**config.mk**
```make
export PLATFORM = sky130hd
export DESIGN_NAME = unmatched_parenthesis_marker
export DESIGN_NICKNAME = d
export VERILOG_FILES = /design/src/rtl/core/upm_pkg.sv /design/src/rtl/core/upm_ctrl.sv /design/src/rtl/core/upm_dp.sv /design/src/rtl/core/unmatched_parenthesis_marker.sv
export VERILOG_INCLUDE_DIRS = /design/src /design/src/rtl/core
export SDC_FILE = /design/constraint.sdc
export NUM_CORES = 1
export LEC_CHECK = 0
export BUFFER_PORTS_ARGS = -buffer_cell sky130_fd_sc_hd__buf_2
export CORE_ASPECT_RATIO = 1.75
export CORE_MARGIN = 3
export CORE_UTILIZATION = 43
export DETAILED_ROUTE_END_ITERATION = 7
export GPL_TIMING_DRIVEN = 0
export PLACE_DENSITY = 0.59
export SYNTH_ARGS = -nofsm -noshare
export SYNTH_HDL_FRONTEND = slang
export SYNTH_SLANG_ARGS = --single-unit
export TNS_END_PERCENT = 1
```
**constraint.sdc**
```tcl
create_clock -name clk -period 4.7 [get_ports clk]
set_clock_uncertainty 0.15 [all_clocks]
set_input_delay 0.94 -clock clk [delete_from_list [all_inputs] [get_ports clk]]
set_output_delay 0.94 -clock clk [all_outputs]
set_load 0.005 [all_outputs]
```
**src/rtl/core/assert_macros.svh**
```systemverilog
// Assertion helpers shared by the marker core modules.
// Needs a clock named clk and a reset named rst in the including scope.
`ifndef ASSERT_MACROS_SVH
`define ASSERT_MACROS_SVH

// Checked on every clock edge outside reset.
`define UPM_ASSERT(lbl, prop, msg) \
  lbl: assert property (@(posedge clk) disable iff (rst) prop) else $error(msg);

// Condition must never be seen outside reset.
`define UPM_NEVER(lbl, cond, msg) \
  `UPM_ASSERT(lbl, !(cond), msg)

`endif

```
**src/rtl/core/upm_pkg.sv**
```systemverilog
// Shared types and constants for the unmatched parenthesis marker.
// No dependencies.
`default_nettype none

package upm_pkg;

  localparam int MAX_LEN_DEF = 64;

  localparam logic [7:0] CH_OPEN  = 8'h28;
  localparam logic [7:0] CH_CLOSE = 8'h29;

  localparam logic [1:0] MARK_NONE  = 2'd0;
  localparam logic [1:0] MARK_CLOSE = 2'd1;
  localparam logic [1:0] MARK_OPEN  = 2'd2;

  typedef enum logic [1:0] {
    ST_LOAD,
    ST_BWD,
    ST_EMIT_RD,
    ST_EMIT_OUT
  } upm_state_t;

  typedef struct packed {
    logic load;
    logic bwd_step;
    logic emit_init;
    logic emit_rd;
    logic emit_pop;
  } upm_cmd_t;

  typedef struct packed {
    logic bwd_done;
    logic last_word;
  } upm_stat_t;

endpackage

`default_nettype wire

```
**src/rtl/core/upm_ctrl.sv**
```systemverilog
// Controller: load, backward pass and emit sequencing.
// Depends on upm_pkg and assert_macros.svh.
`default_nettype none
`include "assert_macros.svh"

module upm_ctrl
  import upm_pkg::*;
(
  input  wire logic      clk,
  input  wire logic      rst,
  input  wire logic      char_valid,
  output logic           char_stall,
  input  wire logic      last_in,
  output logic           result_valid,
  input  wire logic      result_stall,
  input  wire upm_stat_t stat,
  output upm_cmd_t       cmd
);

  upm_state_t state, state_next;

  always_ff @(posedge clk) begin
    if (rst) begin
      state <= ST_LOAD;
    end else begin
      state <= state_next;
    end
  end

  always_comb begin
    state_next   = state;
    cmd          = '0;
    char_stall   = 1'b1;
    result_valid = 1'b0;
    unique case (state)
      ST_LOAD: begin
        char_stall = 1'b0;
        if (char_valid) begin
          cmd.load = 1'b1;
          if (last_in) state_next = ST_BWD;
        end
      end
      ST_BWD: begin
        cmd.bwd_step = 1'b1;
        if (stat.bwd_done) begin
          cmd.emit_init = 1'b1;
          state_next    = ST_EMIT_RD;
        end
      end
      ST_EMIT_RD: begin
        cmd.emit_rd = 1'b1;
        state_next  = ST_EMIT_OUT;
      end
      ST_EMIT_OUT: begin
        result_valid = 1'b1;
        if (!result_stall) begin
          cmd.emit_pop = 1'b1;
          state_next   = stat.last_word ? ST_LOAD : ST_EMIT_RD;
        end
      end
      default: state_next = ST_LOAD;
    endcase
  end

  `UPM_NEVER(a_no_overlap, result_valid && !char_stall, "input open while emitting")
  `UPM_ASSERT(a_hold_out, (result_valid && result_stall) |=> result_valid,
              "result dropped while stalled")

endmodule

`default_nettype wire

```
**src/rtl/core/upm_dp.sv**
```systemverilog
// Datapath: byte and mark memories, depth counters, pass pointer.
// Depends on upm_pkg and assert_macros.svh.
`default_nettype none
`include "assert_macros.svh"

module upm_dp
  import upm_pkg::*;
#(
  parameter int MAX_LEN = MAX_LEN_DEF
) (
  input  wire logic       clk,
  input  wire logic       rst,
  input  wire upm_cmd_t   cmd,
  output upm_stat_t       stat,
  input  wire logic [7:0] char_in,
  input  wire logic       last_in,
  output logic [7:0]      char_out,
  output logic [1:0]      mark,
  output logic            overflow
);

  localparam int LEN_W  = $clog2(MAX_LEN + 1);
  localparam int ADDR_W = (MAX_LEN > 1) ? $clog2(MAX_LEN) : 1;
  localparam logic [LEN_W-1:0] LEN_MAX = LEN_W'(MAX_LEN);

  logic [7:0] char_mem [MAX_LEN];
  logic [1:0] mark_mem [MAX_LEN];

  logic [LEN_W-1:0]  len, open_depth, close_depth, ptr;
  logic              ovf_flag, rd_pend;
  logic [ADDR_W-1:0] bwd_addr;
  logic [7:0]        char_q;
  logic [1:0]        mark_q;

  logic              stored;
  logic [LEN_W-1:0]  len_load, ptr_dec, ptr_inc;
  logic [1:0]        fwd_mark;
  logic [ADDR_W-1:0] rd_addr;
  logic              rd_en;
  logic              char_we, mark_we;
  logic [ADDR_W-1:0] mark_waddr;
  logic [1:0]        mark_wdata;
  logic              bwd_open_hit;

  always_comb begin
    stored   = (len != LEN_MAX);
    len_load = stored ? len + 1'b1 : len;
    ptr_dec  = ptr - 1'b1;
    ptr_inc  = ptr + 1'b1;
    fwd_mark = MARK_NONE;
    if (char_in == CH_CLOSE && open_depth == '0) fwd_mark = MARK_CLOSE;
    rd_addr  = cmd.emit_rd ? ptr[ADDR_W-1:0] : ptr_dec[ADDR_W-1:0];
    rd_en    = cmd.emit_rd || (cmd.bwd_step && ptr != '0);
    bwd_open_hit = cmd.bwd_step && rd_pend && char_q == CH_OPEN && close_depth == '0;
    char_we    = cmd.load && stored;
    mark_we    = char_we || bwd_open_hit;
    mark_waddr = char_we ? len[ADDR_W-1:0] : bwd_addr;
    mark_wdata = char_we ? fwd_mark : MARK_OPEN;
  end

  always_ff @(posedge clk) begin
    if (char_we) char_mem[len[ADDR_W-1:0]] <= char_in;
    if (mark_we) mark_mem[mark_waddr] <= mark_wdata;
    if (rd_en) begin
      char_q <= char_mem[rd_addr];
      mark_q <= mark_mem[rd_addr];
    end
    if (cmd.bwd_step && ptr != '0) bwd_addr <= ptr_dec[ADDR_W-1:0];
  end

  always_ff @(posedge clk) begin
    if (rst) begin
      len         <= '0;
      open_depth  <= '0;
      close_depth <= '0;
      ovf_flag    <= 1'b0;
      ptr         <= '0;
      rd_pend     <= 1'b0;
    end else begin
      if (cmd.load) begin
        len <= len_load;
        if (!stored) ovf_flag <= 1'b1;
        if (stored && char_in == CH_OPEN) open_depth <= open_depth + 1'b1;
        if (stored && char_in == CH_CLOSE && open_depth != '0) begin
          open_depth <= open_depth - 1'b1;
        end
        if (last_in) begin
          ptr         <= len_load;
          close_depth <= '0;
          rd_pend     <= 1'b0;
        end
      end
      if (cmd.bwd_step) begin
        rd_pend <= (ptr != '0);
        if (ptr != '0) ptr <= ptr_dec;
        if (rd_pend && char_q == CH_CLOSE) close_depth <= close_depth + 1'b1;
        if (rd_pend && char_q == CH_OPEN && close_depth != '0) begin
          close_depth <= close_depth - 1'b1;
        end
      end
      if (cmd.emit_init) ptr <= '0;
      if (cmd.emit_pop) begin
        if (stat.last_word) begin
          len        <= '0;
          open_depth <= '0;
          ovf_flag   <= 1'b0;
        end else begin
          ptr <= ptr_inc;
        end
      end
    end
  end

  assign stat.bwd_done  = (ptr == '0) && !rd_pend;
  assign stat.last_word = (ptr_inc == len);
  assign char_out = char_q;
  assign mark     = mark_q;
  assign overflow = ovf_flag;

  `UPM_ASSERT(a_emit_in_range, cmd.emit_rd |-> (ptr < len), "emit read past stored length")
  `UPM_ASSERT(a_clear_after_last, (cmd.emit_pop && stat.last_word) |=> (len == '0),
              "length not cleared after final word")
  `UPM_NEVER(a_depth_bound, open_depth > len, "open depth exceeds stored length")

endmodule

`default_nettype wire

```
**src/rtl/core/unmatched_parenthesis_marker.sv**
```systemverilog
// Top level of the unmatched parenthesis marker: controller plus datapath.
// Depends on upm_pkg, upm_ctrl and upm_dp.
//
//   channel  | handshake                  | payload
//   ---------+----------------------------+-----------------------------------
//   input    | char_valid / char_stall    | char_in, last_in
//   result   | result_valid / result_stall| char_out, mark, last_out, overflow
//
// Loading takes one cycle per word; the input stalls from the last word on.
// Backward pass: one memory read per cycle, from the last stored word back to the first.
// Emit: for each result word, a memory read into the output register, then the output state.
// Synchronous reset returns to loading with an empty string.
// A stalled result holds its register; nothing advances until it is taken.
`default_nettype none

module unmatched_parenthesis_marker
  import upm_pkg::*;
#(
  parameter int MAX_LEN = MAX_LEN_DEF
) (
  input  wire logic       clk,
  input  wire logic       rst,
  input  wire logic       char_valid,
  output logic            char_stall,
  input  wire logic [7:0] char_in,
  input  wire logic       last_in,
  output logic            result_valid,
  input  wire logic       result_stall,
  output logic [7:0]      char_out,
  output logic [1:0]      mark,
  output logic            last_out,
  output logic            overflow
);

  upm_cmd_t  cmd;
  upm_stat_t stat;

  upm_ctrl u_ctrl (
    .clk          (clk),
    .rst          (rst),
    .char_valid   (char_valid),
    .char_stall   (char_stall),
    .last_in      (last_in),
    .result_valid (result_valid),
    .result_stall (result_stall),
    .stat         (stat),
    .cmd          (cmd)
  );

  upm_dp #(
    .MAX_LEN (MAX_LEN)
  ) u_dp (
    .clk      (clk),
    .rst      (rst),
    .cmd      (cmd),
    .stat     (stat),
    .char_in  (char_in),
    .last_in  (last_in),
    .char_out (char_out),
    .mark     (mark),
    .overflow (overflow)
  );

  assign last_out = stat.last_word;

endmodule

`default_nettype wire
```
==> results of run 1 <==
==> worst max-delay path: stages, from the launching register on <==
cell,delay (ps)
sky130_fd_sc_hd__dfxtp_1,400
sky130_fd_sc_hd__or3_1,130
sky130_fd_sc_hd__clkbuf_1,630
sky130_fd_sc_hd__nor3_2,230
sky130_fd_sc_hd__nor2_1,330
sky130_fd_sc_hd__clkbuf_1,450
sky130_fd_sc_hd__buf_1,470
sky130_fd_sc_hd__nand3_1,660
sky130_fd_sc_hd__nor2_1,960
==> registers in the layout (all words and copies together) (netlist names) <==
| register | count |
|---|---|
| u_dp.bwd_addr | 6 |
| u_dp.close_depth | 7 |
| u_ctrl.state | 2 |
| u_dp.overflow | 1 |
| u_dp.open_depth | 7 |
| u_dp.mark_mem | 128 |
| u_dp.rd_pend | 1 |
| u_dp.ptr | 7 |
| u_dp.char_out | 8 |
| u_dp.char_mem | 512 |
| u_dp.len | 7 |
| u_dp.mark | 2 |
==> layout make-up <==
cell class / instances / area (µm²)
Tap cell: 882 / 1100
Clock buffer: 75 / 1540
Buffer: 105 / 562
Timing Repair Buffer: 31 / 215
Antenna cell: 1 / 2.50
Fill cell: 5666 / 33800
Inverter: 17 / 63.8
Sequential cell: 688 / 20300
Multi-Input combinational cell: 1065 / 7840
Clock inverter: 33 / 314
==> per-stage QoR <==
step	hold slack [ps]	setup WS (ps)	cell area [µm²]	std cells	setup TNS (ps)
final	329	-104	32000	2897	-2130
after global routing	352	-183	32000	2896	-10040
after CTS	332	-37.0	31900	2895	-430
after detailed placement	313	-520	30000	2785	-4390
after global placement	306	-1410	29900	2782	-95700
after floorplan	310	888	28700	1875	0
==> per-layer routing <==
layer  up-vias  wire [µm]  global-route usage
li1       7520          -                   -
met1      9139      31800               0.311
met2      1047      48400               0.468
met3       310       7530              0.0443
met4         2       9170               0.210
met5         -         13                   0
==> synth_stat cells, types with 4 or more instances <==
master	n
sky130_fd_sc_hd__a2111oi_0	4
sky130_fd_sc_hd__a211oi_1	37
sky130_fd_sc_hd__a21oi_1	51
sky130_fd_sc_hd__a221oi_1	6
sky130_fd_sc_hd__a22o_1	4
sky130_fd_sc_hd__a22oi_1	29
sky130_fd_sc_hd__a31oi_1	15
sky130_fd_sc_hd__a32oi_1	19
sky130_fd_sc_hd__and3_1	29
sky130_fd_sc_hd__buf_1	4
sky130_fd_sc_hd__buf_2	31
sky130_fd_sc_hd__buf_4	14
sky130_fd_sc_hd__buf_6	8
sky130_fd_sc_hd__clkbuf_1	48
sky130_fd_sc_hd__dfxtp_1	32
sky130_fd_sc_hd__edfxtp_1	656
sky130_fd_sc_hd__ha_1	11
sky130_fd_sc_hd__inv_1	16
sky130_fd_sc_hd__mux2_2	5
sky130_fd_sc_hd__mux2i_1	36
sky130_fd_sc_hd__mux4_2	99
sky130_fd_sc_hd__nand2_1	211
sky130_fd_sc_hd__nand2b_1	7
sky130_fd_sc_hd__nand3_1	82
sky130_fd_sc_hd__nand3b_1	4
sky130_fd_sc_hd__nand4_1	16
sky130_fd_sc_hd__nor2_1	192
sky130_fd_sc_hd__nor2b_1	7
sky130_fd_sc_hd__nor3_1	26
sky130_fd_sc_hd__nor4_1	10
sky130_fd_sc_hd__o2111ai_1	13
sky130_fd_sc_hd__o211ai_1	8
sky130_fd_sc_hd__o21a_1	4
sky130_fd_sc_hd__o21ai_0	22
sky130_fd_sc_hd__o22ai_1	13
sky130_fd_sc_hd__or3_1	9
sky130_fd_sc_hd__xnor2_1	27
sky130_fd_sc_hd__xor2_1	14
==> worst max path at each step <==
stage	startpoint	endpoint	slack, ps	depth (start not counted)
finish	u_dp.len[3]	u_dp.char_mem[44][1]	-100	8
CTS	u_dp.len[3]	u_dp.char_mem[44][1]	-40	8
floorplan	char_valid	u_dp.mark_mem[0][0]	890	5
global route	u_dp.len[0]	u_dp.char_mem[28][5]	-180	10
global placement	char_in[5]	u_dp.mark_mem[15][0]	-1410	5
detailed placement	u_dp.ptr[1]	u_dp.char_out[1]	-520	12
==> layout by cell type (no fill, tap or decap), types with 5 or more instances in the layout <==
master / Yosys / routed
sky130_fd_sc_hd__clkbuf_16: 0 / 59
sky130_fd_sc_hd__clkinv_1: 0 / 9
sky130_fd_sc_hd__a22oi_1: 29 / 29
sky130_fd_sc_hd__mux2_2: 5 / 5
sky130_fd_sc_hd__clkinv_2: 0 / 12
sky130_fd_sc_hd__nor4_1: 10 / 10
sky130_fd_sc_hd__a32oi_1: 19 / 19
sky130_fd_sc_hd__buf_6: 8 / 8
sky130_fd_sc_hd__xnor2_1: 27 / 27
sky130_fd_sc_hd__a21oi_1: 51 / 51
sky130_fd_sc_hd__nor2_2: 2 / 7
sky130_fd_sc_hd__buf_2: 31 / 55
sky130_fd_sc_hd__buf_4: 14 / 18
sky130_fd_sc_hd__edfxtp_1: 656 / 656
sky130_fd_sc_hd__clkbuf_1: 48 / 59
sky130_fd_sc_hd__mux2i_1: 36 / 35
sky130_fd_sc_hd__inv_1: 16 / 16
sky130_fd_sc_hd__o2111ai_1: 13 / 13
sky130_fd_sc_hd__a221oi_1: 6 / 6
sky130_fd_sc_hd__o22ai_1: 13 / 13
sky130_fd_sc_hd__nor3_2: 2 / 8
sky130_fd_sc_hd__a31oi_1: 15 / 15
sky130_fd_sc_hd__or3_1: 9 / 9
sky130_fd_sc_hd__nor3_1: 26 / 19
sky130_fd_sc_hd__nand3_1: 82 / 82
sky130_fd_sc_hd__o21ai_0: 22 / 21
sky130_fd_sc_hd__nor2_1: 192 / 187
sky130_fd_sc_hd__nand4_1: 16 / 16
sky130_fd_sc_hd__nand2_1: 211 / 211
sky130_fd_sc_hd__ha_1: 11 / 11
sky130_fd_sc_hd__mux4_2: 99 / 99
sky130_fd_sc_hd__dfxtp_1: 32 / 32
sky130_fd_sc_hd__o211ai_1: 8 / 8
sky130_fd_sc_hd__and3_1: 29 / 29
sky130_fd_sc_hd__nor2b_1: 7 / 7
sky130_fd_sc_hd__xor2_1: 14 / 13
sky130_fd_sc_hd__a211oi_1: 37 / 37
sky130_fd_sc_hd__bufinv_16: 0 / 5
sky130_fd_sc_hd__nand2b_1: 7 / 7
==> logic make-up (layout without fill, tap and decap cells) <==
logic type / count (synthesis) / in the layout
flops: 688 / 688
simple gates: 614 / 614
compound gates: 257 / 257
mux: 140 / 140
buf+inv: 122 / 261
xor+xnor: 43 / 43
fa+ha+maj: 11 / 11
other cells: 0 / 1
==> timing repair <==
item / in CTS / in global routing
endpoints found under the hold margin: 0 / 0
cloned: 0 / 0
setup buffers: 2 / 0
setup endpoints to repair: 43 / 138
resized for setup: 8 / 15
pin swaps: 1 / 0
==> load_flow_metrics.sql, run 1 <==
INSERT INTO impl_metrics (metric_group, metric, value, unit) VALUES
('timing', 'maxSlewViolCount', '0', ''),
('timing', 'max-slew-margin-rel', '0.0737', ''),
('layout', 'drive_gt1_frac', '0.153', ''),
('grt', 'grtUsageTotal', '0.275', ''),
('route', 'drc', '0', ''),
('yosys', 'netlist.top_cell.by_area', 'sky130_fd_sc_hd__edfxtp_1', ''),
('yosys', 'mappedNetlistArea', '28700', 'µm²'),
('status', 'violations', 'setup timing', ''),
('clocking', 'cts-htree-levels', '2', ''),
('clocking', 'clockBufferDepth', '3', ''),
('floorplanning', 'initial_utilization', '0.436', ''),
('yosys', 'synth_ff_type', 'sky130_fd_sc_hd__edfxtp_1', ''),
('yosys', 'synth_compound_area_frac', '0.0632', ''),
('clocking', 'clock_tree_from_tritoncts', 'yes', ''),
('min_path', 'worst_min_delay_path_category', 'reg2reg', ''),
('route', 'avgViaCountPerCell', '6.22', ''),
('setup_path', 'critical_path.startpoint_type', 'flip-flop', ''),
('min_path', 'hold-path-cell-count', '2', ''),
('yosys', 'synth-seq-area-share', '0.709', ''),
('setup_path', 'worst_r2r_startpoint', 'u_dp.len[3]', ''),
('route', 'number_of_vias_after_detailed_routing', '18000', ''),
('setup_path', 'timing_worst_setup_path_type', 'reg2reg', ''),
('setup_path', 'worstReg2RegEnd', 'u_dp.char_mem[44][1]', ''),
('floorplanning', 'die_h', '348', 'µm'),
('status', 'outcome', 'complete, but fails checks', ''),
('timing', 'post-route-worst-setup-slack', '-104', 'ps'),
('yosys', 'synth-edff-count', '656', ''),
('clocking', 'clock-sinks', '688', ''),
('place', 'port_buffers', '25', ''),
('yosys', 'synth_cell_type_count', '75', ''),
('timing', 'finalSetupViolations', '46', ''),
('clocking', 'clock_latency', '640', 'ps'),
('place', 'hpwl', '67.0', 'mm'),
('layout', 'finish.net_count', '1990', ''),
('timing', 'post-route-period-util', '1.02', ''),
('grt', 'antenna_violations_before_repair', '2', ''),
('setup_path', 'r2r_cells', '8', ''),
('yosys', 'synth_fa_ha_area_frac', '0.00480', ''),
('clocking', 'post_cts_hold_buffer_count', '0', ''),
('clocking', 'total_clock_buffers_created_by_cts', '58', ''),
('yosys', 'yosys_warnings', '0', ''),
('route', 'drt_wl_cell', '33.5', 'µm'),
('clocking', 'ctsRootBufferMaster', 'sky130_fd_sc_hd__clkbuf_16', ''),
('yosys', 'yosys-mux-area-fraction', '0.0922', ''),
('yosys', 'syn_area_per_cell', '15.3', 'µm²'),
('run', 'max_cap_viol_count', '0', ''),
('setup_path', 'regToRegSetupSlack', '-100', 'ps'),
('timing', 'fmax', '0.208', 'GHz'),
('yosys', 'combinational_family_with_the_most_area_after_synthesis', 'simple AND/OR/NAND/NOR gates', ''),
('timing', 'worstMarginPinSlew', '1390', 'ps'),
('setup_path', 'critical_path.endpoint_type', 'flip-flop', ''),
('yosys', 'synth_simple_gate_area_share', '0.0958', ''),
('floorplanning', 'die_width', '201', 'µm'),
('yosys', 'synth.top_cell.area_share', '0.686', ''),
('layout', 'utilization', '0.486', ''),
('yosys', 'yosys.area_share.xor_xnor', '0.0140', ''),
('yosys', 'mappedNetlistNets', '1899', ''),
('route', 'finalWirelength', '96.9', 'mm'),
('grt', 'largest_net_degree_at_the_start_of_global_routing', '74', ''),
('timing', 'setup_repair_after_global_routing_missed_its_margin', 'yes', ''),
('floorplanning', 'fp.dieArea', '70000', 'µm²'),
('route', 'drt-pass1-iter-count', '6', ''),
('timing', 'final_hold_viol_count', '0', ''),
('clocking', 'clk_pin_slew_worst_paths', '70', 'ps'),
('setup_path', 'timing.critical_path.required', '4810', 'ps'),
('min_path', 'hold_path_end', 'u_dp.overflow', ''),
('grt', 'globalRoute.totalOverflow', '0', ''),
('route', 'ant_nets', '0', ''),
('yosys', 'syn_inst', '1875', ''),
('min_path', 'hold_start', 'u_dp.overflow', ''),
('layout', 'area_delta_synth_final', '11.4', '%'),
('floorplanning', 'core_region_area', '65800', 'µm²'),
('timing', 'period_needed', '4800', 'ps'),
('yosys', 'synth-seq-cells', '688', ''),
('place', 'gpl.final_weighted_congestion', '0.997', ''),
('route', 'detail_route.iter0.violations', '2429', ''),
('yosys', 'synth_top_cells_by_area', 'sky130_fd_sc_hd__edfxtp_1 69%, sky130_fd_sc_hd__mux4_2 7.8%, sky130_fd_sc_hd__nand2_1 2.8%', ''),
('grt', 'via_count_of_the_first_global_routing_pass', '18100', ''),
('setup_path', 'maximum_fanout_count_along_the_critical_path', '10', ''),
('yosys', 'postSynth.asyncResetShare', '0', ''),
('setup_path', 'worst_ep_arrival_time', '4910', 'ps'),
('grt', 'grt_pass1_wl', '136', 'mm'),
('floorplanning', 'io_pins', '27', ''),
('floorplanning', 'placementRows', '124', '');
Power of run 1 is not shown: default switching activity piles up to over one toggle a cycle in this logic, so the estimate is an artifact.
==> run 2, diff against run 1 <==
--- a/config.mk
+++ b/config.mk
@@ -8,12 +8,13 @@
 export LEC_CHECK = 0
 export BUFFER_PORTS_ARGS = -buffer_cell sky130_fd_sc_hd__buf_2
 export CORE_ASPECT_RATIO = 1.75
-export CORE_MARGIN = 3
 export CORE_UTILIZATION = 43
 export DETAILED_ROUTE_END_ITERATION = 7
 export GPL_TIMING_DRIVEN = 0
 export PLACE_DENSITY = 0.59
+export RECOVER_POWER = 50
 export SYNTH_ARGS = -nofsm -noshare
 export SYNTH_HDL_FRONTEND = slang
+export SYNTH_HIERARCHICAL = 1
 export SYNTH_SLANG_ARGS = --single-unit
 export TNS_END_PERCENT = 1
==> run 2 against run 1 <==
  * Critical endpoint is now u_dp/char_out[6]
  * Setup slack worse by 28 ps
  * Sequential share of layout area down 10 points
  * Non-clock buffer count up 99
  * Critical path depth up 8
  * Area after synthesis up 19%
  * Wire length up 23%
  * Core utilization up 0.18 points
  * Via count up 35%
  * Cell area up 20%
  * Highest routed layer unchanged
  * Largest cell class unchanged
  * The run ends with capacitance limit, slew limit, setup timing left
  * Fmax down 0.58%
  * Sequential cell count unchanged
==> load_flow_metrics.sql, run 2 <==
INSERT INTO impl_metrics (metric_group, metric, value, unit) VALUES
('layout', 'fill_cells', '6742', ''),
('timing', 'period_needed', '4830', 'ps'),
('timing', 'setup_repair_after_global_routing_missed_its_margin', 'yes', ''),
('setup_path', 'timing.critical_path.required', '4860', 'ps'),
('floorplanning', 'core_region_area', '78400', 'µm²'),
('floorplanning', 'die_h', '375', 'µm'),
('route', 'number_of_vias_after_detailed_routing', '24300', ''),
('clocking', 'clk_pin_slew_worst_paths', '70', 'ps'),
('layout', 'finish.net_count', '2628', ''),
('floorplanning', 'placementRows', '136', ''),
('floorplanning', 'die_width', '215', 'µm'),
('layout', 'area_delta_synth_final', '12.2', '%'),
('clocking', 'cts-htree-levels', '3', ''),
('floorplanning', 'fp.dieArea', '80500', 'µm²'),
('yosys', 'synth.top_cell.area_share', '0.578', ''),
('layout', 'mostFrequentLayoutCell', 'sky130_fd_sc_hd__edfxtp_1', ''),
('yosys', 'synthMostInstantiatedCell', 'sky130_fd_sc_hd__edfxtp_1', ''),
('place', 'gpl.final_weighted_congestion', '0.952', ''),
('place', 'port_buffers', '26', ''),
('yosys', 'synth_common_cells', '656 x sky130_fd_sc_hd__edfxtp_1, 304 x sky130_fd_sc_hd__mux2i_1, 176 x sky130_fd_sc_hd__nor2_1, 127 x sky130_fd_sc_hd__a22oi_1, 102 x sky130_fd_sc_hd__mux4_2', ''),
('yosys', 'synth_ff_type', 'sky130_fd_sc_hd__edfxtp_1', ''),
('grt', 'grtUsageTotal', '0.296', ''),
('yosys', 'syn_inst', '2498', ''),
('grt', 'largest_net_degree_at_the_start_of_global_routing', '74', ''),
('setup_path', 'critical_path.endpoint_type', 'flip-flop', ''),
('setup_path', 'maximum_fanout_count_along_the_critical_path', '11', ''),
('yosys', 'yosys_warnings', '6', ''),
('timing', 'total_negative_setup_slacks', '-132', 'ps'),
('power_and_ir_drop', 'static-leakage-power', '12.2', 'nW'),
('layout', 'largest_register_ff_count', '512', ''),
('yosys', 'netlist.top_cell.by_area', 'sky130_fd_sc_hd__edfxtp_1', ''),
('power_and_ir_drop', 'p_per_cell_area', '592', 'nW/µm²'),
('route', 'drt-pass1-iter-count', '8', ''),
('timing', 'worstMarginPinSlew', '2290', 'ps'),
('timing', 'fmax', '0.207', 'GHz'),
('yosys', 'synth_cell_type_count', '88', ''),
('timing', 'final_hold_viol_count', '0', ''),
('timing', 'max-slew-margin-rel', '-0.528', ''),
('power_and_ir_drop', 'vdd_ir_drop_max', '284', 'µV'),
('power_and_ir_drop', 'p_sw', '9.32', 'mW'),
('grt', 'globalRoute.totalOverflow', '0', ''),
('route', 'ant_nets', '0', ''),
('yosys', 'synth-seq-area-share', '0.596', ''),
('power_and_ir_drop', 'power.share.switching', '0.411', ''),
('yosys', 'mappedNetlistNets', '2520', ''),
('status', 'violations', 'capacitance limit, slew limit, setup timing', ''),
('yosys', 'mappedNetlistArea', '34100', 'µm²'),
('yosys', 'synth-edff-count', '656', ''),
('yosys', 'synth-seq-cells', '688', ''),
('clocking', 'total_clock_buffers_created_by_cts', '66', ''),
('clocking', 'clock_tree_from_tritoncts', 'yes', ''),
('clocking', 'clock_latency', '640', 'ps'),
('power_and_ir_drop', 'report.power.total', '22.7', 'mW'),
('place', 'place_area', '35700', 'µm²'),
('clocking', 'clockBufferDepth', '3', ''),
('status', 'outcome', 'complete, but fails checks', ''),
('power_and_ir_drop', 'p_clk_frac', '0.246', ''),
('yosys', 'synth_top_cells_by_area', 'sky130_fd_sc_hd__edfxtp_1 58%, sky130_fd_sc_hd__mux2i_1 8.9%, sky130_fd_sc_hd__mux4_2 6.7%', ''),
('route', 'drt_wl_cell', '32.4', 'µm'),
('grt', 'grt_pass1_wl', '170', 'mm'),
('timing', 'post-route-period-util', '1.03', ''),
('power_and_ir_drop', 'power_frac_comb', '0.435', ''),
('power_and_ir_drop', 'sequentialPowerShare', '0.319', ''),
('min_path', 'worst_min_delay_path_category', 'reg2reg', ''),
('grt', 'via_count_of_the_first_global_routing_pass', '24100', ''),
('layout', 'finalInstanceArea', '38300', 'µm²'),
('run', 'max_cap_viol_count', '3', ''),
('setup_path', 'worst_ep_arrival_time', '4990', 'ps'),
('floorplanning', 'initial_utilization', '0.435', ''),
('grt', 'antenna_violations_before_repair', '2', ''),
('setup_path', 'critical_path.startpoint_type', 'flip-flop', ''),
('clocking', 'clock-sinks', '688', ''),
('layout', 'most-common-layout-cells', '656 x sky130_fd_sc_hd__edfxtp_1, 300 x sky130_fd_sc_hd__mux2i_1, 172 x sky130_fd_sc_hd__nor2_1', ''),
('route', 'detail_route.iter0.violations', '2824', ''),
('timing', 'maxSlewViolCount', '139', ''),
('route', 'avgViaCountPerCell', '6.59', ''),
('floorplanning', 'io_pins', '27', ''),
('place', 'hpwl', '84.5', 'mm'),
('setup_path', 'timing_worst_setup_path_type', 'reg2reg', ''),
('route', 'finalWirelength', '119', 'mm'),
('yosys', 'postSynth.asyncResetShare', '0', ''),
('yosys', 'syn_area_per_cell', '13.7', 'µm²'),
('timing', 'finalSetupViolations', '1', ''),
('layout', 'drive_gt1_frac', '0.152', ''),
('clocking', 'ctsRootBufferMaster', 'sky130_fd_sc_hd__clkbuf_16', ''),
('route', 'drc', '0', ''),
('timing', 'post-route-worst-setup-slack', '-132', 'ps'),
('power_and_ir_drop', 'cell_internal_pwr', '13.4', 'mW');
[run 2: cell types whose count changed after synthesis, moves of 34 or more]
| cell | previous run | this run |
|---|---|---|
| sky130_fd_sc_hd__a211oi_1 | 37 | 71 |
| sky130_fd_sc_hd__a21oi_1 | 51 | 96 |
| sky130_fd_sc_hd__a22oi_1 | 29 | 127 |
| sky130_fd_sc_hd__clkbuf_1 | 48 | 83 |
| sky130_fd_sc_hd__mux2i_1 | 36 | 304 |
| sky130_fd_sc_hd__nand2_1 | 211 | 79 |
| sky130_fd_sc_hd__nor3_1 | 26 | 76 |
| sky130_fd_sc_hd__o22ai_1 | 13 | 58 |
[run 2: cell type report]
cell class | count | area (µm²) | area share
Sequential cell | 688 | 20300 | 0.532
Multi-Input combinational cell | 1594 | 13000 | 0.340
Clock buffer | 78 | 1800 | 0.0471
Tap cell | 1035 | 1290 | 0.0338
Buffer | 193 | 1060 | 0.0278
Clock inverter | 38 | 398 | 0.0104
Timing Repair Buffer | 42 | 290 | 0.00758
Inverter | 21 | 78.8 | 0.00206
Antenna cell | 1 | 2.50 | 0.0000654
[run 2: power groups by stage]
stage / registers (mW) / clock network (mW) / logic, mW
detailed placement: 7.36 / 0 / 9.33
global route: 7.25 / 5.85 / 10.1
finish: 7.24 / 5.57 / 9.86
floorplan: 7.28 / 0 / 5.50
CTS: 7.23 / 5.65 / 9.53
global placement: 7.36 / 0 / 9.25
[run 2: through the flow]
step | setup WS [ps] | hold slack, ps | instances | utilization
finish | -132 | 334 | 3690 | 0.488
global route | -101 | 371 | 3689 | 0.488
CTS | -89.4 | 310 | 3683 | 0.487
detailed placement | -2270 | 328 | 3565 | 0.455
global placement | -2300 | 316 | 3559 | 0.453
floorplan | 310 | 295 | 2498 | -
[run 2: worst paths after layout]
check             depth (start not counted)                to  slack (ps)           from
setup / recovery                         16  u_dp/char_out[6]        -130    u_dp/ptr[0]
hold / removal                            2     u_dp/overflow         330  u_dp/overflow
setup reg to reg                         16  u_dp/char_out[6]        -130    u_dp/ptr[0]
hold reg to reg                           2     u_dp/overflow         330  u_dp/overflow
[run 2: critical path, stage by stage (launching register included)]
cell and delay, ps:
sky130_fd_sc_hd__dfxtp_4 420, sky130_fd_sc_hd__buf_8 180, sky130_fd_sc_hd__buf_12 120, sky130_fd_sc_hd__buf_12 160, sky130_fd_sc_hd__inv_1 110, sky130_fd_sc_hd__buf_4 190, sky130_fd_sc_hd__buf_6 180, sky130_fd_sc_hd__ha_4 330
sky130_fd_sc_hd__clkbuf_4 280, sky130_fd_sc_hd__buf_6 250, sky130_fd_sc_hd__buf_4 310, sky130_fd_sc_hd__buf_6 290, sky130_fd_sc_hd__mux4_2 350, sky130_fd_sc_hd__mux2i_2 320, sky130_fd_sc_hd__a221oi_1 180, sky130_fd_sc_hd__a22oi_2 310
sky130_fd_sc_hd__nand4_1 300
[run 2: what timing repair did]
| item | 4_1_cts | 5_1_grt |
|---|---|---|
| resized for setup | 85 | 29 |
| endpoints found under the setup margin | 226 | 191 |
| gates cloned | 0 | 0 |
| hold endpoints to repair | 0 | 0 |
| pin swaps | 2 | 3 |
| hold buffers | 0 | 0 |
| buffers inserted | 3 | 7 |
[run 2: cells by family (layout without fill, tap and decap cells)]
family | count (synthesis) | after routing | share of synthesized area
mux | 422 | 422 | 0.162
xor+xnor | 36 | 36 | 0.0111
flops | 688 | 688 | 0.596
fa+ha+maj | 9 | 9 | 0.00330
compound gates | 557 | 557 | 0.116
simple gates | 570 | 570 | 0.0827
other cells | 0 | 1 | 0
buf+inv | 216 | 372 | 0.0283
[run 2: layer usage]
metal,GRT usage,share of wire,vias to the layer above
met4,0.192,0.072,2
met2,0.505,0.50,1350
met5,0,0.00010,-
met3,0.0529,0.079,336
met1,0.341,0.35,12400
li1,-,-,10200
Power figures use the tool's default switching activity.
==> run 3, diff against run 2 <==
--- a/config.mk
+++ b/config.mk
@@ -8,10 +8,10 @@
 export LEC_CHECK = 0
 export BUFFER_PORTS_ARGS = -buffer_cell sky130_fd_sc_hd__buf_2
 export CORE_ASPECT_RATIO = 1.75
-export CORE_UTILIZATION = 43
+export CORE_UTILIZATION = 30
 export DETAILED_ROUTE_END_ITERATION = 7
 export GPL_TIMING_DRIVEN = 0
-export PLACE_DENSITY = 0.59
+export PLACE_DENSITY = 0.44
 export RECOVER_POWER = 50
 export SYNTH_ARGS = -nofsm -noshare
 export SYNTH_HDL_FRONTEND = slang
==> run 3 against run 2 <==
  * The run still ends with capacitance limit, slew limit, setup timing left
  * First-iteration DRC count fell by 27%
  * Global-route usage fell by 5.7 points
  * Wire length rose by 16%
  * Clock-buffer cell count fell by 2
  * Register-to-register slack improved by 130 ps
  * Cell count rose by 12%
  * Fmax rose by 2.4%
  * Sequential cell count did not move
  * Highest routed layer is now met4
  * Largest cell class unchanged
  * Hold slack improved by 17 ps
  * Die area rose by 43%
  * Sequential share of layout area fell by 1.2 points
==> load_flow_metrics.sql, run 3 (synthesis gave the netlist of run 2 again) <==
INSERT INTO impl_metrics (metric_group, metric, value, unit) VALUES
('status', 'outcome', 'complete, but fails checks', ''),
('status', 'violations', 'capacitance limit, slew limit, setup timing', ''),
('layout', 'most-common-layout-cells', '656 x sky130_fd_sc_hd__edfxtp_1, 299 x sky130_fd_sc_hd__mux2i_1, 162 x sky130_fd_sc_hd__nor2_1', ''),
('layout', 'drive_gt1_frac', '0.174', ''),
('setup_path', 'worst_ep_arrival_time', '3630', 'ps'),
('clocking', 'clock_tree_from_tritoncts', 'yes', ''),
('timing', 'setup_repair_after_global_routing_missed_its_margin', 'yes', ''),
('route', 'met3_length', '6.35', 'mm'),
('layout', 'final_cell_count_no_fill', '4151', ''),
('timing', 'finalSetupViolations', '2', ''),
('place', 'hpwl', '100', 'mm'),
('min_path', 'hold_path_end', 'u_ctrl/state[0]', ''),
('grt', 'grtUsageTotal', '0.239', ''),
('power_and_ir_drop', 'static-leakage-power', '12.3', 'nW'),
('timing', 'max-slew-margin-rel', '-0.745', ''),
('layout', 'mostFrequentLayoutCell', 'sky130_fd_sc_hd__edfxtp_1', ''),
('layout', 'area_delta_synth_final', '14.9', '%'),
('power_and_ir_drop', 'vdd_ir_drop_max', '305', 'µV'),
('setup_path', 'maximum_fanout_count_along_the_critical_path', '11', ''),
('clocking', 'cts-htree-levels', '3', ''),
('timing', 'post-route-worst-setup-slack', '-18.3', 'ps'),
('setup_path', 'worstReg2RegEnd', 'u_dp/mark[0]', ''),
('timing', 'post-route-period-util', '1.00', ''),
('setup_path', 'critical_path.startpoint_type', 'flip-flop', ''),
('setup_path', 'regToRegSetupSlack', '0', 'ps'),
('layout', 'finish.net_count', '2641', ''),
('timing', 'final_hold_viol_count', '0', ''),
('route', 'avgViaCountPerCell', '5.78', ''),
('min_path', 'worst_min_delay_path_category', 'in2reg', ''),
('setup_path', 'timing_worst_setup_path_type', 'reg2out', ''),
('layout', 'finalInstanceArea', '39200', 'µm²'),
('floorplanning', 'io_pins', '27', ''),
('clocking', 'clockBufferDepth', '3', ''),
('setup_path', 'critical_path.endpoint_type', 'output pin', ''),
('setup_path', 'worst_r2r_startpoint', 'u_dp/ptr[0]', ''),
('floorplanning', 'die_width', '257', 'µm'),
('layout', 'largest_register_ff_count', '512', ''),
('timing', 'maxSlewViolCount', '57', ''),
('place', 'dp_cells', '4022', ''),
('floorplanning', 'die_h', '448', 'µm'),
('clocking', 'ctsRootBufferMaster', 'sky130_fd_sc_hd__clkbuf_16', ''),
('route', 'dr.max_layer_used', 'met4', ''),
('timing', 'fmax', '0.212', 'GHz'),
('min_path', 'hold_start', 'rst', ''),
('clocking', 'total_clock_buffers_created_by_cts', '69', ''),
('floorplanning', 'initial_utilization', '0.302', ''),
('route', 'drc', '0', ''),
('grt', 'globalRoute.totalOverflow', '0', ''),
('grt', 'via_count_of_the_first_global_routing_pass', '24200', ''),
('route', 'number_of_vias_after_detailed_routing', '24000', ''),
('grt', 'antenna_violations_before_repair', '2', ''),
('setup_path', 'timing.critical_path.required', '3610', 'ps'),
('timing', 'period_needed', '4720', 'ps'),
('floorplanning', 'core_region_area', '113000', 'µm²'),
('route', 'met1Wirelength', '48.4', 'mm'),
('place', 'gpl.final_weighted_congestion', '0.911', ''),
('clocking', 'clk_pin_slew_worst_paths', '60', 'ps'),
('power_and_ir_drop', 'p_per_cell_area', '597', 'nW/µm²'),
('route', 'drt-pass1-iter-count', '6', ''),
('floorplanning', 'placementRows', '163', ''),
('route', 'finalWirelength', '139', 'mm'),
('setup_path', 'r2r_cells', '16', ''),
('grt', 'grt_pass1_wl', '190', 'mm'),
('min_path', 'hold-path-cell-count', '2', ''),
('floorplanning', 'fp.dieArea', '115000', 'µm²'),
('route', 'met2_length', '72.3', 'mm'),
('clocking', 'clock-sinks', '688', ''),
('clocking', 'clock_latency', '670', 'ps'),
('timing', 'worstMarginPinSlew', '2620', 'ps'),
('run', 'max_cap_viol_count', '2', ''),
('route', 'drt_wl_cell', '33.4', 'µm'),
('route', 'detail_route.iter0.violations', '2054', ''),
('route', 'ant_nets', '0', ''),
('place', 'place_area', '36400', 'µm²'),
('place', 'port_buffers', '26', ''),
('grt', 'largest_net_degree_at_the_start_of_global_routing', '74', '');
[run 3: changes by cell type in the layout (fill, tap and decap cells not counted), moves of 6 or more]
cell / previous run / this run
sky130_fd_sc_hd__nor3_1: 62 / 53
sky130_fd_sc_hd__a211oi_2: 0 / 8
sky130_fd_sc_hd__nor2_2: 4 / 14
sky130_fd_sc_hd__nor2_1: 172 / 162
sky130_fd_sc_hd__clkbuf_1: 76 / 67
sky130_fd_sc_hd__buf_2: 69 / 75
sky130_fd_sc_hd__nor3_4: 8 / 14
sky130_fd_sc_hd__a211oi_1: 71 / 62
[run 3: how the worst max path moves through the flow]
stage,cells past startpoint,start,to
floorplan,14,u_dp/ptr[1],last_out
global placement,17,u_dp/ptr[0],u_dp/mark[0]
detailed placement,17,u_dp/ptr[0],u_dp/mark[0]
CTS,15,u_dp/ptr[0],last_out
global route,15,u_dp/ptr[0],last_out
finish,15,u_dp/ptr[0],last_out
[run 3: metal layers]
layer	up-vias	GRT usage
met1	12500	0.248
met3	319	0.0319
met2	941	0.434
met4	0	0.188
met5	-	0
li1	10300	-
[run 3: area by class of cell]
cell class / count / area, µm²
fillers: 10900 / 73600
multi-input cells: 1594 / 13200
well taps: 1485 / 1860
plain buffers: 193 / 1130
diodes: 3 / 7.51
inverters: 21 / 82.6
repair buffers: 52 / 442
clock inverters: 39 / 335
clock buffers: 76 / 1800
flip-flops and latches: 688 / 20300
[run 3: where the power goes]
group,switching [mW],internal [mW]
sequential,0.156,7.06
combinational,7.43,3.27
clock,2.50,2.99
total,10.1,13.3
[run 3: timing repair]
action | 4_1_cts | 5_1_grt
pin swaps | 11 | 5
hold buffers | 0 | 0
gates resized for setup | 149 | 19
buffers inserted | 6 | 6
setup endpoints to repair | 259 | 150
[run 3: worst max-delay path, stage by stage, from the launching register on]
cell	delay [ps]
sky130_fd_sc_hd__dfxtp_4	390
sky130_fd_sc_hd__buf_12	160
sky130_fd_sc_hd__buf_16	120
sky130_fd_sc_hd__buf_12	110
sky130_fd_sc_hd__clkinvlp_4	140
sky130_fd_sc_hd__buf_6	190
sky130_fd_sc_hd__buf_8	180
sky130_fd_sc_hd__ha_4	290
sky130_fd_sc_hd__clkbuf_16	180
sky130_fd_sc_hd__buf_6	170
sky130_fd_sc_hd__buf_12	150
sky130_fd_sc_hd__xor2_1	130
sky130_fd_sc_hd__nor2_1	120
sky130_fd_sc_hd__nand4b_1	180
sky130_fd_sc_hd__nor3_4	270
sky130_fd_sc_hd__buf_2	160
[run 3: per-stage QoR]
| stage | total power, mW | utilization | setup WS, ps | TNS (ps) | hold WS, ps |
|---|---|---|---|---|---|
| after floorplan | 12.8 | - | 310 | 0 | 295 |
| after global placement | 17.3 | 0.320 | -2730 | -367050 | 336 |
| after detailed placement | 17.4 | 0.323 | -2750 | -239070 | 346 |
| after CTS | 23.4 | 0.347 | -213 | -582 | 307 |
| after global routing | 24.1 | 0.347 | -145 | -195 | 339 |
| final | 23.4 | 0.348 | -18.3 | -18.9 | 351 |
